==> config.mk <==
export PLATFORM = sky130hd
export DESIGN_NAME = ascii_integer_parser
export DESIGN_NICKNAME = d
export VERILOG_FILES = /design/src/hw/rtl/aip_pkg.sv /design/src/hw/rtl/ascii_integer_parser.sv /design/src/hw/rtl/aip_digit.sv /design/src/hw/rtl/aip_core.sv
export SDC_FILE = /design/constraint.sdc
export NUM_CORES = 1
export LEC_CHECK = 0
export ABC_AREA = 1
export BUFFER_PORTS_ARGS = -buffer_cell sky130_fd_sc_hd__clkbuf_2
export CORE_AREA = 2 2 186 151
export DETAILED_ROUTE_END_ITERATION = 12
export DIE_AREA = 0 0 188 153
export GPL_TIMING_DRIVEN = 1
export PLACE_DENSITY = 0.72
export SYNTH_ARGS = -nofsm -noshare
export SYNTH_HDL_FRONTEND = slang
export SYNTH_SLANG_ARGS = --single-unit
==> constraint.sdc <==
create_clock -name clk -period 17.79 [get_ports clk]
set_input_delay 1.779 -clock clk [delete_from_list [all_inputs] [get_ports clk]]
set_output_delay 1.779 -clock clk [all_outputs]
set_load 0.02 [all_outputs]
==> src/hw/rtl/aip_pkg.sv <==
// Shared types and constants for the ASCII integer parser.
package aip_pkg;

    localparam int VALUE_BITS_DEF = 32;
    localparam int COUNT_BITS_DEF = 16;

    localparam logic [5:0] BASE_AUTO = 6'd0;
    localparam logic [5:0] BASE_OCT  = 6'd8;
    localparam logic [5:0] BASE_DEC  = 6'd10;
    localparam logic [5:0] BASE_HEX  = 6'd16;

    localparam logic [7:0] CH_SPACE = 8'h20;
    localparam logic [7:0] CH_TAB   = 8'h09;
    localparam logic [7:0] CH_LF    = 8'h0A;
    localparam logic [7:0] CH_VT    = 8'h0B;
    localparam logic [7:0] CH_FF    = 8'h0C;
    localparam logic [7:0] CH_CR    = 8'h0D;
    localparam logic [7:0] CH_PLUS  = 8'h2B;
    localparam logic [7:0] CH_MINUS = 8'h2D;
    localparam logic [7:0] CH_ZERO  = 8'h30;
    localparam logic [7:0] CH_NINE  = 8'h39;
    localparam logic [7:0] CH_LOW_A = 8'h61;
    localparam logic [7:0] CH_LOW_X = 8'h78;
    localparam logic [7:0] CH_LOW_Z = 8'h7A;
    localparam logic [7:0] CH_CASE  = 8'h20;
    localparam logic [7:0] LETTER_OFFSET = 8'd10;

    typedef enum logic [2:0] {
        PH_SPACE  = 3'd0,
        PH_SIGN   = 3'd1,
        PH_ZERO   = 3'd2,
        PH_DIGITS = 3'd3,
        PH_STOP   = 3'd4
    } phase_t;

    typedef struct packed {
        logic       is_space;
        logic       is_minus;
        logic       is_plus;
        logic       is_zero;
        logic       is_x;
        logic       is_digit;
        logic [5:0] digit;
    } char_class_t;

endpackage

==> src/hw/rtl/ascii_integer_parser.sv <==
// Top level of the streaming ASCII integer parser.
//
// The parser takes one character word per clock cycle and returns one result
// word for every string, on the word that carries last. A character is held in
// an input register and is stepped through the parse state when it leaves that
// register, where one multiply-add of the accumulator by the active base runs
// between the input register and the state and result registers; the result of
// a string is registered as its final character leaves the input register. Input
// is refused only when a final character waits behind a result not yet taken.
// number_base may be written only while no string is in progress.
module ascii_integer_parser #(
    parameter int VALUE_BITS = aip_pkg::VALUE_BITS_DEF,
    parameter int COUNT_BITS = aip_pkg::COUNT_BITS_DEF
) (
    input  logic                  clk,
    input  logic                  rst_n,
    input  logic                  cfg_valid,
    output logic                  cfg_ready,
    input  logic [5:0]            number_base,
    input  logic                  in_valid,
    output logic                  in_ready,
    input  logic [7:0]            ch,
    input  logic                  last,
    output logic                  out_valid,
    input  logic                  out_ready,
    output logic [VALUE_BITS-1:0] value,
    output logic [COUNT_BITS-1:0] end_offset,
    output logic                  any_digits
);

    logic [5:0]            base_reg;
    logic                  s1_valid_reg, s1_valid_next;
    logic [7:0]            s1_ch_reg;
    logic                  s1_last_reg;
    logic                  s1_go;
    logic                  out_valid_reg, out_valid_next;
    logic [VALUE_BITS-1:0] value_reg;
    logic [COUNT_BITS-1:0] offset_reg;
    logic                  digits_reg;

    aip_pkg::char_class_t  cls;
    logic [VALUE_BITS-1:0] res_value;
    logic [COUNT_BITS-1:0] res_offset;
    logic                  res_digits;

    assign cfg_ready  = 1'b1;
    assign s1_go      = s1_valid_reg && (!s1_last_reg || !out_valid_reg || out_ready);
    assign in_ready   = !s1_valid_reg || s1_go;
    assign out_valid  = out_valid_reg;
    assign value      = value_reg;
    assign end_offset = offset_reg;
    assign any_digits = digits_reg;

    aip_digit u_digit (
        .ch  (s1_ch_reg),
        .cls (cls)
    );

    aip_core #(
        .VALUE_BITS (VALUE_BITS),
        .COUNT_BITS (COUNT_BITS)
    ) u_core (
        .clk         (clk),
        .rst_n       (rst_n),
        .step        (s1_go),
        .last        (s1_last_reg),
        .cls         (cls),
        .number_base (base_reg),
        .res_value   (res_value),
        .res_offset  (res_offset),
        .res_digits  (res_digits)
    );

    always_comb
    begin
        if (in_valid && in_ready)
            s1_valid_next = 1'b1;
        else if (s1_go)
            s1_valid_next = 1'b0;
        else
            s1_valid_next = s1_valid_reg;

        if (s1_go && s1_last_reg)
            out_valid_next = 1'b1;
        else if (out_ready)
            out_valid_next = 1'b0;
        else
            out_valid_next = out_valid_reg;
    end

    always_ff @(posedge clk or negedge rst_n)
    begin
        if (!rst_n)
        begin
            base_reg      <= aip_pkg::BASE_AUTO;
            s1_valid_reg  <= 1'b0;
            out_valid_reg <= 1'b0;
        end
        else
        begin
            if (cfg_valid && cfg_ready)
                base_reg <= number_base;
            s1_valid_reg  <= s1_valid_next;
            out_valid_reg <= out_valid_next;
        end
    end

    always_ff @(posedge clk)
    begin
        if (in_valid && in_ready)
        begin
            s1_ch_reg   <= ch;
            s1_last_reg <= last;
        end
        if (s1_go && s1_last_reg)
        begin
            value_reg  <= res_value;
            offset_reg <= res_offset;
            digits_reg <= res_digits;
        end
    end

    a_offset_needs_digit: assert property (
        @(posedge clk) disable iff (!rst_n)
        (out_valid && !any_digits) |-> (end_offset == '0)
    ) else $error("end_offset is nonzero without any digit");

    a_stall_cause: assert property (
        @(posedge clk) disable iff (!rst_n)
        !in_ready |-> (s1_valid_reg && s1_last_reg && out_valid_reg && !out_ready)
    ) else $error("input refused without a blocked final character");

    a_result_drains: assert property (
        @(posedge clk) disable iff (!rst_n)
        (out_valid && out_ready && !(s1_go && s1_last_reg)) |=> !out_valid
    ) else $error("result word repeated after it was taken");

    a_no_overwrite: assert property (
        @(posedge clk) disable iff (!rst_n)
        (out_valid && !out_ready) |-> !(s1_go && s1_last_reg)
    ) else $error("pending result word overwritten");

endmodule

==> src/hw/rtl/aip_digit.sv <==
// Character classifier: whitespace, sign, prefix and digit value.
module aip_digit (
    input  logic [7:0]           ch,
    output aip_pkg::char_class_t cls
);

    logic [7:0] folded;
    logic [7:0] dec_val;
    logic [7:0] alpha_val;

    always_comb
    begin
        folded    = ch | aip_pkg::CH_CASE;
        dec_val   = ch - aip_pkg::CH_ZERO;
        alpha_val = folded - aip_pkg::CH_LOW_A + aip_pkg::LETTER_OFFSET;

        cls.is_space = (ch == aip_pkg::CH_SPACE) || (ch == aip_pkg::CH_TAB) ||
                       (ch == aip_pkg::CH_LF) || (ch == aip_pkg::CH_CR) ||
                       (ch == aip_pkg::CH_FF) || (ch == aip_pkg::CH_VT);
        cls.is_minus = (ch == aip_pkg::CH_MINUS);
        cls.is_plus  = (ch == aip_pkg::CH_PLUS);
        cls.is_zero  = (ch == aip_pkg::CH_ZERO);
        cls.is_x     = (folded == aip_pkg::CH_LOW_X);

        if ((ch >= aip_pkg::CH_ZERO) && (ch <= aip_pkg::CH_NINE))
        begin
            cls.is_digit = 1'b1;
            cls.digit    = dec_val[5:0];
        end
        else if ((folded >= aip_pkg::CH_LOW_A) && (folded <= aip_pkg::CH_LOW_Z))
        begin
            cls.is_digit = 1'b1;
            cls.digit    = alpha_val[5:0];
        end
        else
        begin
            cls.is_digit = 1'b0;
            cls.digit    = 6'd0;
        end
    end

endmodule

==> src/hw/rtl/aip_core.sv <==
// Parse state, per-character step logic and result formation.
module aip_core #(
    parameter int VALUE_BITS = aip_pkg::VALUE_BITS_DEF,
    parameter int COUNT_BITS = aip_pkg::COUNT_BITS_DEF
) (
    input  logic                    clk,
    input  logic                    rst_n,
    input  logic                    step,
    input  logic                    last,
    input  aip_pkg::char_class_t    cls,
    input  logic [5:0]              number_base,
    output logic [VALUE_BITS-1:0]   res_value,
    output logic [COUNT_BITS-1:0]   res_offset,
    output logic                    res_digits
);

    localparam int PROD_BITS = VALUE_BITS + 6;

    aip_pkg::phase_t         phase_reg, phase_next, step_phase;
    logic [VALUE_BITS-1:0]   acc_reg, acc_next, step_acc;
    logic                    neg_reg, neg_next, step_neg;
    logic [5:0]              base_reg, base_next, step_base;
    logic                    seen_reg, seen_next, step_seen;
    logic [COUNT_BITS-1:0]   cnt_reg, cnt_next, consumed;
    logic [COUNT_BITS-1:0]   stop_reg, stop_next, step_stop;

    logic                    zero_pref;
    logic                    sign_char;
    logic [5:0]              pref_base;
    logic [5:0]              zero_base;
    logic                    do_digit;
    logic [5:0]              dbase;
    logic                    dig_ok;
    logic                    take;
    logic [PROD_BITS-1:0]    mac;
    logic                    res_seen;

    always_comb
    begin
        consumed  = (cnt_reg == {COUNT_BITS{1'b1}}) ? cnt_reg : cnt_reg + COUNT_BITS'(1);
        zero_pref = cls.is_zero &&
                    ((number_base == aip_pkg::BASE_AUTO) || (number_base == aip_pkg::BASE_HEX));
        sign_char = cls.is_space || cls.is_minus || cls.is_plus;
        pref_base = (number_base == aip_pkg::BASE_AUTO) ? aip_pkg::BASE_DEC : number_base;
        zero_base = (base_reg == aip_pkg::BASE_HEX) ? aip_pkg::BASE_HEX : aip_pkg::BASE_OCT;
        do_digit  = 1'b0;
        dbase     = base_reg;
        unique case (phase_reg)
            aip_pkg::PH_SPACE:
            begin
                do_digit = !sign_char && !zero_pref;
                dbase    = pref_base;
            end
            aip_pkg::PH_SIGN:
            begin
                do_digit = !zero_pref;
                dbase    = pref_base;
            end
            aip_pkg::PH_ZERO:
            begin
                do_digit = !cls.is_x;
                dbase    = zero_base;
            end
            aip_pkg::PH_DIGITS:
            begin
                do_digit = 1'b1;
                dbase    = base_reg;
            end
            default:
            begin
                do_digit = 1'b0;
                dbase    = base_reg;
            end
        endcase
        dig_ok = cls.is_digit && (cls.digit < dbase);
        take   = do_digit && dig_ok;
        mac    = PROD_BITS'(acc_reg) * PROD_BITS'(dbase) + PROD_BITS'(cls.digit);
    end

    // Next phase of the parse.
    always_comb
    begin
        unique case (phase_reg)
            aip_pkg::PH_SPACE:
            begin
                if (cls.is_space)
                    step_phase = aip_pkg::PH_SPACE;
                else if (cls.is_minus || cls.is_plus)
                    step_phase = aip_pkg::PH_SIGN;
                else if (zero_pref)
                    step_phase = aip_pkg::PH_ZERO;
                else
                    step_phase = dig_ok ? aip_pkg::PH_DIGITS : aip_pkg::PH_STOP;
            end
            aip_pkg::PH_SIGN:
            begin
                if (zero_pref)
                    step_phase = aip_pkg::PH_ZERO;
                else
                    step_phase = dig_ok ? aip_pkg::PH_DIGITS : aip_pkg::PH_STOP;
            end
            aip_pkg::PH_ZERO:
                step_phase = (cls.is_x || dig_ok) ? aip_pkg::PH_DIGITS : aip_pkg::PH_STOP;
            aip_pkg::PH_DIGITS:
                step_phase = dig_ok ? aip_pkg::PH_DIGITS : aip_pkg::PH_STOP;
            default:
                step_phase = aip_pkg::PH_STOP;
        endcase

        if (!step)
            phase_next = phase_reg;
        else if (last)
            phase_next = aip_pkg::PH_SPACE;
        else
            phase_next = step_phase;
    end

    // Data state and the result of a final character.
    always_comb
    begin
        step_base = base_reg;
        step_neg  = neg_reg;
        step_seen = seen_reg || take;
        step_stop = stop_reg;
        step_acc  = take ? mac[VALUE_BITS-1:0] : acc_reg;
        unique case (phase_reg)
            aip_pkg::PH_SPACE:
            begin
                if (sign_char)
                begin
                    step_stop = consumed;
                    step_neg  = neg_reg || cls.is_minus;
                end
                else
                begin
                    step_base = zero_pref ? number_base : pref_base;
                    if (zero_pref)
                        step_stop = consumed;
                end
            end
            aip_pkg::PH_SIGN:
            begin
                step_base = zero_pref ? number_base : pref_base;
                if (zero_pref)
                    step_stop = consumed;
            end
            aip_pkg::PH_ZERO:
            begin
                if (cls.is_x)
                begin
                    step_base = aip_pkg::BASE_HEX;
                    step_stop = consumed;
                end
                else
                begin
                    step_base = zero_base;
                    step_seen = seen_reg || take || (base_reg == aip_pkg::BASE_HEX);
                end
            end
            default:
            begin
                step_base = base_reg;
            end
        endcase
        if (take)
            step_stop = consumed;

        res_seen   = step_seen ||
                     ((step_phase == aip_pkg::PH_ZERO) && (step_base == aip_pkg::BASE_HEX));
        res_value  = step_neg ? (~step_acc + VALUE_BITS'(1)) : step_acc;
        res_offset = res_seen ? step_stop : '0;
        res_digits = res_seen;

        if (step && last)
        begin
            acc_next  = '0;
            neg_next  = 1'b0;
            base_next = aip_pkg::BASE_AUTO;
            seen_next = 1'b0;
            cnt_next  = '0;
            stop_next = '0;
        end
        else if (step)
        begin
            acc_next  = step_acc;
            neg_next  = step_neg;
            base_next = step_base;
            seen_next = step_seen;
            cnt_next  = consumed;
            stop_next = step_stop;
        end
        else
        begin
            acc_next  = acc_reg;
            neg_next  = neg_reg;
            base_next = base_reg;
            seen_next = seen_reg;
            cnt_next  = cnt_reg;
            stop_next = stop_reg;
        end
    end

    always_ff @(posedge clk or negedge rst_n)
    begin
        if (!rst_n)
        begin
            phase_reg <= aip_pkg::PH_SPACE;
            acc_reg   <= '0;
            neg_reg   <= 1'b0;
            base_reg  <= aip_pkg::BASE_AUTO;
            seen_reg  <= 1'b0;
            cnt_reg   <= '0;
            stop_reg  <= '0;
        end
        else
        begin
            phase_reg <= phase_next;
            acc_reg   <= acc_next;
            neg_reg   <= neg_next;
            base_reg  <= base_next;
            seen_reg  <= seen_next;
            cnt_reg   <= cnt_next;
            stop_reg  <= stop_next;
        end
    end

endmodule

# [Word-level counts from Yosys, hierarchy flattened]
# Cells that the tools add are included.
[op_classes] n_addsub=6 multipliers=1 magnitude_cmp=5 eq_ne=18 mux=45 bitwise_logic=1 n_reduce_logical=39
[op_table] op="two-way mux 16 bit" count=9
[op_table] op="two-way mux 32 bit" count=4
[op_table] op="case mux 16 bit (3 select lines)" count=1
[op_table] op="equality test 8 x 4 -> 1 bit, second input constant" count=5
[op_table] op="two-way mux 6 bit" count=6
[op_table] op="adder 32 x 1 -> 32 bit, second input constant" count=1
[op_table] op="adder 32 x 6 -> 32 bit" count=1
[op_table] op="equality test 8 x 6 -> 1 bit, second input constant" count=4
[op_table] op="multiplier 32 x 6 -> 32 bit" count=1
[op_table] op="NOT 32 bit" count=1
[op_table] op="equality test 6 x 5 -> 1 bit, second input constant" count=3
[op_table] op="two-way mux 3 bit" count=6
[op_table] op="case mux 6 bit (3 select lines)" count=1
[op_table] op="logical OR 1 bit" count=17
[op_table] op="adder 16 x 1 -> 16 bit, second input constant" count=1
[op_table] op="equality test 16 bit, second input constant" count=1
[op_table] op="two-way mux 7 bit" count=2
[op_table] op="two-way mux 1 bit" count=12
[op_table] op="case mux 3 bit (4 select lines)" count=1
[op_table] op="case mux 6 bit (2 select lines)" count=1
[op_table] op="subtractor 6 bit, second input constant" count=2
[op_table] op="logical AND 1 bit" count=10
[op_table] op="equality test 3 x 2 -> 1 bit, second input constant" count=3
[op_table] op="greater-or-equal comparator 8 x 6 -> 1 bit, second input constant" count=1
[op_table] op="14 further kinds" count=21
[totals] reg_bits=141 in_bits=20 out_inout_bits=52 wordCells=130

# [Depth between registers and ports, before layout]
# Gate-level depths: netlist of run 1.
[logic_depth] word_depth=18 depth_mapped=40 mapped_depth_nobuf=39

# [By module]
# Synthesis of run 1 repeated with hierarchy kept, for this count alone.
[hier_totals] hier_cells=2046 area_unflattened_um2=14849.2
[by_module_without_submodules] mod="aip_core" instances=1 cells_each=1865 area_each_um2=12260.5 seq_area_each_um2=1876.8
[by_module_without_submodules] mod="ascii_integer_parser" instances=1 cells_each=99 area_each_um2=2100.8 seq_area_each_um2=1941.9
[by_module_without_submodules] mod="aip_digit" instances=1 cells_each=82 area_each_um2=488.0 seq_area_each_um2=0.0

# [Worst setup path after synthesis of run 1]
# OpenSTA, ideal clock, no wires.
[synth_path] kind="reg2reg" from="register u_core.phase_reg[2]" to="register value_reg[26], in the netlist value[26], data pin" setup_ns=0.253 arrival_time_ns=5.495 t_required_ns=17.537 slack_ns=12.042 path_stages_with_launch=37 path_buffers=1 period_less_slack_ns=5.748 path_cell_list="dfrtp_1 inv_1 nand2_1 nor2_1 nor2_2 nand2_1 nand2_1 inv_1 clkbuf_1 nor2_1 fa_1 inv_1 fa_1 inv_1 fa_1 inv_1 fa_1 inv_1 ha_1 nand2_1 nor2_1 nand2_1 nand3_1 nand2_1 nand2_1 xnor2_1 nand4_1 nand2_2 nand2_1 nor2_2 nand2_2 nor2_1 nand2_1 nand2_1 nand2_1 nand2_1 nand2_1"
[synth_between] elab_chain_len=10 elab_cells_between_ends=17 cone_classes="add/sub: 2; mul: 1; order compare: 1; eq/ne: 3; mux: 5; bitwise: 1; reduce/logical: 4"
[synth_lines] item="start, declared" line="aip_core.sv:19" text="aip_pkg::phase_t phase_reg, phase_next, step_phase;"
[synth_lines] item="start signal, assigned" line="aip_core.sv:207" text="phase_reg <= aip_pkg::PH_SPACE;"
[synth_lines] item="start signal, assigned" line="aip_core.sv:217" text="phase_reg <= phase_next;"
[synth_lines] item="parallel branches: the longest is 9 deep, another holds multiplier 32 x 6 -> 32 bit"
[synth_lines] item="two-way mux 32 bit (*)" line="aip_core.sv:170" text="res_value = step_neg ? (~step_acc + VALUE_BITS'(1)) : step_acc;"
[synth_lines] item="via res_value[26]" line="ascii_integer_parser.sv:42" text="logic [VALUE_BITS-1:0] res_value;"
[synth_lines] item="end signal, assigned" line="ascii_integer_parser.sv:117" text="value_reg <= res_value;"
[synth_lines] item="end, declared" line="ascii_integer_parser.sv:37" text="logic [VALUE_BITS-1:0] value_reg;"
# Mark *: on every way through the listed nets, which the timed path passes.
# A chain may end at the register's enable or synchronous reset.

# [Worst setup path in the final report of run 1]
[layout_path] from="register u_core.phase_reg[2]" to="register value_reg[29], in the netlist value[29], data pin"
# Same word-level chain as after synthesis.

==> results of run 1 <==
## through the flow
step	total power (W)	instance area (sq um)
floorplan	0.00147	14600
global placement	0.00181	15200
detailed placement	0.00183	15200
CTS	0.00219	15800
global route	0.00238	15800
finish	0.00220	15800
## kinds of logic after synthesis
family | share of synthesized area, %
other | 0.0257
DFF | 26.1
and+or+nand+nor | 30.8
AOI/OAI and AO/OA | 7.82
buffers and inverters | 10.2
xor gates and xnor gates | 2.94
adders and majority gates | 22.1
## worst max-delay path: cells and delay by family, from the launching register on
| kind | cells | cell delay (ps) |
|---|---|---|
| AND/OR/NAND/NOR | 21 | 3440 |
| adder cells (fa/ha/maj) | 5 | 2450 |
| XOR/XNOR | 1 | 280 |
| AO/OA/AOI/OAI | 1 | 80 |
| flip-flops | 1 | 420 |
| buffers and inverters | 7 | 860 |
## path summary, 6_finish.rpt
check	start	endpoint	slack (ps)	depth (start not counted)
min reg2reg	u_core.stop_reg[10]	u_core.stop_reg[10]	490	2
min	u_core.stop_reg[10]	u_core.stop_reg[10]	490	2
min in group asynchronous	rst_n	u_core.phase_reg[0]	1320	1
max	u_core.phase_reg[2]	value[29]	9990	35
max reg2reg	u_core.phase_reg[2]	value[29]	9990	35
max in group asynchronous	rst_n	u_core.stop_reg[7]	15440	2
## Yosys cell counts, drive strengths merged
cell type / n / area share (%)
and2: 4 / 0.17
nand2: 579 / 16
a32oi: 1 / 0.060
a22oi: 2 / 0.10
a211oi: 2 / 0.10
nor2: 288 / 8.2
o211ai: 1 / 0.051
a21boi: 3 / 0.18
clkinv: 2 / 0.051
dfrtp: 83 / 14
buf: 24 / 1.3
ha: 79 / 6.8
nand4: 62 / 2.7
o2111ai: 1 / 0.060
o21ai: 52 / 1.8
nor4: 2 / 0.086
a21oi: 49 / 1.9
edfxtp: 58 / 12
nand3b: 3 / 0.15
o22ai: 57 / 2.5
a21o: 2 / 0.10
xor2: 29 / 1.7
fa: 112 / 15
or4: 1 / 0.051
inv: 313 / 8.0
clkbuf: 31 / 0.80
a31oi: 17 / 0.73
o21bai: 4 / 0.21
nor3: 18 / 0.68
conb: 1 / 0.026
xnor2: 20 / 1.2
nand3: 83 / 3.2
## power by group
group | switching, W | internal [W] | total (W)
sequential | 0.0000332 | 0.000399 | 0.000432
combinational | 0.000980 | 0.000431 | 0.00141
clock | 0.000149 | 0.000206 | 0.000355
total | 0.00116 | 0.00104 | 0.00220
## metal layers
metal,vias to the layer above,wire (microns),GRT usage [%]
met4,0,1160,9.64
met3,68,3360,5.63
li1,6366,-,-
met2,556,18500,44.6
met5,-,0,0
met1,6302,18500,42.8
## final cells by class
type / instances / area share, %
Clock buffer: 18 / 2.72
Clock inverter: 14 / 0.928
Inverter: 315 / 7.50
Tap cell: 364 / 2.89
Sequential cell: 141 / 24.2
Timing Repair Buffer: 77 / 2.57
Multi-Input combinational cell: 1472 / 59.2
==> flow_summary.ini, run 1 <==
[drt]
drc = 0
drtAntennaViolNets = 0
wl_per_cell_microns = 17.3
drt_wl_total_mm = 41.5
vias = 13300
drt_first_pass_iters = 5
viasPerCell = 5.54
drt-initial-drc-count = 1431

[timing]
fin_crit_sh_pct = 43.9
fin_skew_ps = 13.1
setup_viol = 0
final-hold-violation-count = 0
hold_slack_ps = 489
slew_viol_final = 0
rsz0062_at_grt = false
worstMarginPinSlew_ps = 1150
worst_slack_ps = 9990
clock.fmax_mhz = 128
tns_ps = 0
min_period_ps = 7800
relSlewSlack_pct = 23.6

[logic_synthesis]
synthDistinctLibCells = 49
synth_cells = 1983
synth.net_count = 2194
yosys_register_bits = 141
netlist_area_sq_mm = 0.0146
ys_warn_count = 0
synth.avg_cell_area_sq_um = 7.37
ys_seq_area_share_pct = 26.1

[power]
ir_worst_vdd_mv = 0.0942
powerDensity_mw_per_mm2 = 139
p_leak_nw = 8.19

[cts]
clock-root-buffer = clkbuf_16
insertion_delay_ps = 440
cts_resized = 0
cts_sinks = 141
clk_pin_slew_ps = 70
hold_buffers = 0
clockBufferDepth = 2
cts-buffers-inserted = 17
cts-htree-levels = 4
post_cts_buffers = 0
cts_tree = done

[placement]
dpl.cell_count = 2369
place_hpwl_mm = 32.1
place_ws_ps = 10150
io_buffers = 70
place.gp.congestion = 1.01

[worst_setup_path]
worst_setup_path_start_kind = flip-flop
crit_arrival_ps = 8000
required_ps = 17990
crit_slowest_cell = nand2_1
crit_path_end_kind = flip-flop
crit_fanout = 27
worstSetupPathType = flip-flop to flip-flop
crit_path_frequent_cell = nand2_1
critical-path-max-stage-delay_ps = 650

[floorplan]
num_rows = 54
initial_utilization_pct = 54.2
dieWidth_microns = 188
die_area_sq_mm = 0.0288
ioPinCount = 72
coreArea_sq_mm = 0.0270
die_y_microns = 153

[outcome]
outcome = completed

[finish]
antenna_cells = 0
final_cell_mix = 539 x nand2_1, 294 x inv_1, 268 x nor2_1, 112 x fa_1, 83 x dfrtp_1
final_nets = 2235
fillers = 2517
regArea_sq_mm = 0.00382
layout_commonest_cell = nand2_1
drive_gt1_share_pct = 10.2
fin_cells = 2401
multi_input_area_sq_mm = 0.00933
area_delta_synth_final_pct = 7.89
utilization_pct = 58.5

[global_route]
grt_max_degree = 62
grt_pass1_wl_mm = 67.3
grt_overflow = 0
grt_antenna_before_repair = 0
grt_usage_pct = 29.5
grt_pass1_vias = 12500

[flow_run]
max_cap_viol_count = 0

[hold_path]
holdCritPathClass = flip-flop to flip-flop
Note: power is estimated with default switching activity, not from simulation.
==> inputs of run 2 (changes only) <==
- PLACE_DENSITY: 0.72 -> 0.75
- clock period: 17.79 -> 7.1 ns (I/O delays scaled with it)
==> run 2 against run 1 <==
Utilization grew 0.52 points. Register-to-register slack got worse by 9500 ps. Sequential share of layout area down 0.22 points. Critical endpoint is now value[22]. Highest routed layer unchanged.
==> flow_summary.ini, run 2 (synthesis results as in run 1) <==
[outcome]
outcome = completed

[finish]
regArea_sq_mm = 0.00382
multi_input_area_sq_mm = 0.00935
antenna_cells = 0
utilization_pct = 59.0
area_delta_synth_final_pct = 8.85
fillers = 2486
final_nets = 2244
final_cell_mix = 538 x nand2_1, 294 x inv_1, 264 x nor2_1, 112 x fa_1, 83 x dfrtp_1
finalInstanceArea_sq_mm = 0.0159
layout_commonest_cell = nand2_1
drive_gt1_share_pct = 10.7

[drt]
drtAntennaViolNets = 0
vias = 13400
viasPerCell = 5.57
drc = 0
drt_wl_total_mm = 41.7
drt_first_pass_iters = 7
drt-initial-drc-count = 1241
wl_per_cell_microns = 17.3

[worst_setup_path]
endpoint = value[22]
rr_endpoint = value[22]
crit_path_end_kind = flip-flop
r2r-start = base_reg[5]
critical-path-max-stage-delay_ps = 520
required_ps = 7270
worst_setup_path_start_kind = flip-flop
crit_slowest_cell = fa_1
worstSetupPathType = flip-flop to flip-flop
crit_fanout = 16
crit_path_frequent_cell = nand2_1
r2r_cells = 33
startpoint = base_reg[5]
crit_arrival_ps = 6830
ff2ff_setup_slack_ps = 440

[floorplan]
coreArea_sq_mm = 0.0270
ioPinCount = 72
dieWidth_microns = 188
initial_utilization_pct = 54.2
num_rows = 54
die_area_sq_mm = 0.0288
die_y_microns = 153

[placement]
io_buffers = 70
place_area_sq_mm = 0.0153
place.gp.congestion = 0.971
place_hpwl_mm = 32.1

[hold_path]
holdCritPathClass = primary input to asynchronous set/reset pin

[timing]
clock.fmax_mhz = 150
tns_ps = 0
slew_viol_final = 0
hold_slack_ps = 286
worstMarginPinSlew_ps = 983
fin_skew_ps = 13.2
setup_viol = 0
rsz0062_at_grt = false
min_period_ps = 6660
fin_crit_sh_pct = 93.7
relSlewSlack_pct = 34.0
final-hold-violation-count = 0

[cts]
cts_resized = 0
post_cts_buffers = 0
cts_tree = done
insertion_delay_ps = 430
clock-root-buffer = clkbuf_16
cts_sinks = 141
clockBufferDepth = 2
clk_pin_slew_ps = 60
hold_buffers = 0
cts-htree-levels = 4
cts-buffers-inserted = 17

[power]
ir_worst_vdd_mv = 0.218
power_w = 0.00566
pwr-share-clk_pct = 17.2
powerDensity_mw_per_mm2 = 356
p_sw_w = 0.00293
p_comb_share_pct = 63.7
p_int_w = 0.00273
p_leak_nw = 8.26
switching_share_pct = 51.8
p_seq_share_pct = 19.1

[global_route]
grt_usage_pct = 29.6
grt_pass1_vias = 12800
grt_overflow = 0
grt_pass1_wl_mm = 68.2
grt_max_degree = 73
grt_antenna_before_repair = 0

[flow_run]
max_cap_viol_count = 0
run 2: critical path: cells and delay by family, from the launching register on:
| kind | cells | cell delay, ps |
|---|---|---|
| XOR/XNOR | 1 | 350 |
| adder cells (fa/ha/maj) | 5 | 2070 |
| buffers and inverters | 5 | 510 |
| flip-flops | 1 | 410 |
| AND/OR/NAND/NOR | 22 | 3030 |
run 2: layout make-up:
cell class / instances / share of cell area, %
tap: 364 / 2.86
clock buffer: 19 / 2.72
inverter: 315 / 7.43
multi-input combinational: 1472 / 58.8
clock inverter: 13 / 1.23
sequential: 141 / 24.0
timing repair buffer: 86 / 2.97
run 2: worst min path at each step:
stage,startpoint,to,slack (ps),cells after the start
CTS,rst_n,base_reg[4],300,1
floorplan,rst_n,base_reg[0],410,0
finish,rst_n,base_reg[4],290,1
global placement,u_core.stop_reg[7],u_core.stop_reg[7],470,2
detailed placement,u_core.stop_reg[7],u_core.stop_reg[7],470,2
global route,rst_n,base_reg[4],320,1
run 2: per-stage QoR:
step | setup slack, ps | std cells
global placement | 521 | 2378
detailed placement | 438 | 2378
CTS | 359 | 2410
global route | 21.8 | 2410
finish | 445 | 2410
floorplan | 1350 | 1983
run 2: layer usage:
layer,global-route usage (%),vias to the layer above,wire length (microns)
met3,5.76,85,3300
met4,10.7,0,1500
li1,-,6382,-
met5,0,-,0
met2,45.4,583,18700
met1,41.9,6370,18200
run 2: power by group through the flow:
stage | logic (W) | clock network, W | registers, W
final | 0.00360 | 0.000973 | 0.00108
after global routing | 0.00402 | 0.00102 | 0.00109
after CTS | 0.00356 | 0.000977 | 0.00108
after detailed placement | 0.00353 | 0 | 0.00109
after global placement | 0.00347 | 0 | 0.00109
after floorplan | 0.00256 | 0 | 0.00111
==> inputs of run 3 (changes only) <==
--- a/config.mk
+++ b/config.mk
@@ -13,3 +13,3 @@
 export GPL_TIMING_DRIVEN = 1
-export PLACE_DENSITY = 0.75
+export PLACE_DENSITY = 0.77
 export SYNTH_ARGS = -nofsm -noshare
--- a/constraint.sdc
+++ b/constraint.sdc
@@ -3,2 +3,2 @@
 set_output_delay 0.71 -clock clk [all_outputs]
-set_load 0.02 [all_outputs]
+set_load 0.05 [all_outputs]
==> run 3 against run 2 <==
Non-clock buffer count up 3. Combinational power up 3%. Clock-buffer cell count unchanged. Via count up 0.88%. Largest cell class unchanged.
==> flow_summary.ini, run 3 (synthesis results as in run 1) <==
[worst_setup_path]
crit_slowest_cell = fa_1
crit_fanout = 5
worstSetupPathType = flip-flop to flip-flop
critical-path-max-stage-delay_ps = 550
crit_path_end_kind = flip-flop
crit_path_frequent_cell = nand2_1
worst_setup_path_start_kind = flip-flop
crit_arrival_ps = 6840
required_ps = 7270

[finish]
antenna_cells = 0
final_cell_mix = 539 x nand2_1, 292 x inv_1, 263 x nor2_1, 112 x fa_1, 83 x dfrtp_1
area_delta_synth_final_pct = 8.90
utilization_pct = 59.0
fillers = 2407
multi_input_area_sq_mm = 0.00936
regArea_sq_mm = 0.00382
final_nets = 2247
layout_commonest_cell = nand2_1
drive_gt1_share_pct = 11.1

[cts]
insertion_delay_ps = 430
clockBufferDepth = 2
clk_pin_slew_ps = 60
cts-buffers-inserted = 17
cts_sinks = 141
hold_buffers = 0
clock-root-buffer = clkbuf_16
cts-htree-levels = 4
cts_tree = done

[drt]
drc = 0
vias = 13500
viasPerCell = 5.61
drt_wl_total_mm = 40.7
drt_first_pass_iters = 6
drt-initial-drc-count = 1424
drtAntennaViolNets = 0
wl_per_cell_microns = 16.9

[placement]
place.gp.congestion = 0.943
io_buffers = 70
place_ws_ps = 381
place_hpwl_mm = 31.2

[floorplan]
dieWidth_microns = 188
die_y_microns = 153
num_rows = 54
coreArea_sq_mm = 0.0270
ioPinCount = 72
initial_utilization_pct = 54.2
die_area_sq_mm = 0.0288

[global_route]
grt_antenna_before_repair = 0
grt_pass1_vias = 12900
grt_max_degree = 73
grt_usage_pct = 28.9
grt_pass1_wl_mm = 66.9
grt_overflow = 0

[timing]
min_period_ps = 6660
relSlewSlack_pct = 28.0
final-hold-violation-count = 0
tns_ps = 0
slew_viol_final = 0
worstMarginPinSlew_ps = 1080
fin_skew_ps = 11.7
setup_viol = 0
fin_crit_sh_pct = 93.8
clock.fmax_mhz = 150
rsz0062_at_grt = false
worst_slack_ps = 437

[hold_path]
holdCritPathClass = primary input to asynchronous set/reset pin

[flow_run]
max_cap_viol_count = 0

[power]
powerDensity_mw_per_mm2 = 358
ir_worst_vdd_mv = 0.224
p_leak_nw = 8.25

[outcome]
outcome = completed
-- run 3: cell count changes in the layout (fill, tap and decap cells not counted), moves of 2 or more --
cell        previous run  this run
buf_4                 17        20
clkinv_1               5         2
bufinv_16              5         3
clkinv_4               2         4
clkinvlp_4             1         3
inv_1                294       292
inv_2                 19        21
nor2_4                 7         9
-- run 3: path summary, 6_finish.rpt --
path / from / end / slack, ps / cells after the start
min in group clk: ch[2] / s1_ch_reg[2] / 460 / 1
max in group asynchronous: rst_n / u_core.acc_reg[31] / 5760 / 2
worst max register to register: u_core.phase_reg[2] / value[27] / 440 / 33
worst max-delay path: u_core.phase_reg[2] / value[27] / 440 / 33
worst min register to register: u_core.stop_reg[12] / u_core.stop_reg[12] / 490 / 2
worst min-delay path: rst_n / base_reg[1] / 130 / 1
-- run 3: what timing repair did --
action	4_1_cts	5_1_grt
buffers inserted	0	5
resized for setup	0	11
endpoints found under the setup margin	0	18
-- run 3: where the power goes --
part,total [W],internal (W),switching [W]
sequential,0.00108,0.000998,0.0000784
combinational,0.00371,0.00112,0.00258
clock,0.000922,0.000554,0.000368
-- run 3: layer usage --
| layer | vias up | track usage [%] | share of wire, % |
|---|---|---|---|
| met3 | 119 | 5.12 | 8.0 |
| met4 | 0 | 12.2 | 4.1 |
| met2 | 621 | 45.1 | 45 |
| met5 | - | 0 | 0 |
| met1 | 6400 | 40.0 | 43 |
| li1 | 6398 | - | - |
-- run 3: cell type report --
| cell class | count | share of cell area [%] |
|---|---|---|
| multi-input combinational | 1472 | 58.8 |
| sequential | 141 | 24.0 |
| inverter | 315 | 7.43 |
| timing repair buffer | 89 | 3.11 |
| tap | 364 | 2.86 |
| clock buffer | 19 | 2.72 |
| clock inverter | 13 | 1.05 |
-- run 3: per-stage QoR --
stage	std cells	area [sq um]	power, W	hold slack [ps]
after floorplan	1983	14600	0.00376	414
after detailed placement	2376	15200	0.00469	473
after global routing	2413	15900	0.00614	125
after CTS	2408	15800	0.00564	123
after global placement	2376	15200	0.00463	465
final	2413	15900	0.00571	127
-- run 3: critical path, delay by kind of cell (launching register included) --
| family | cells | cell delay (ps) |
|---|---|---|
| xor+xnor | 1 | 220 |
| fa+ha+maj | 5 | 2400 |
| flops | 1 | 430 |
| buf+inv | 6 | 470 |
| simple gates | 20 | 2810 |
| compound gates | 1 | 70 |
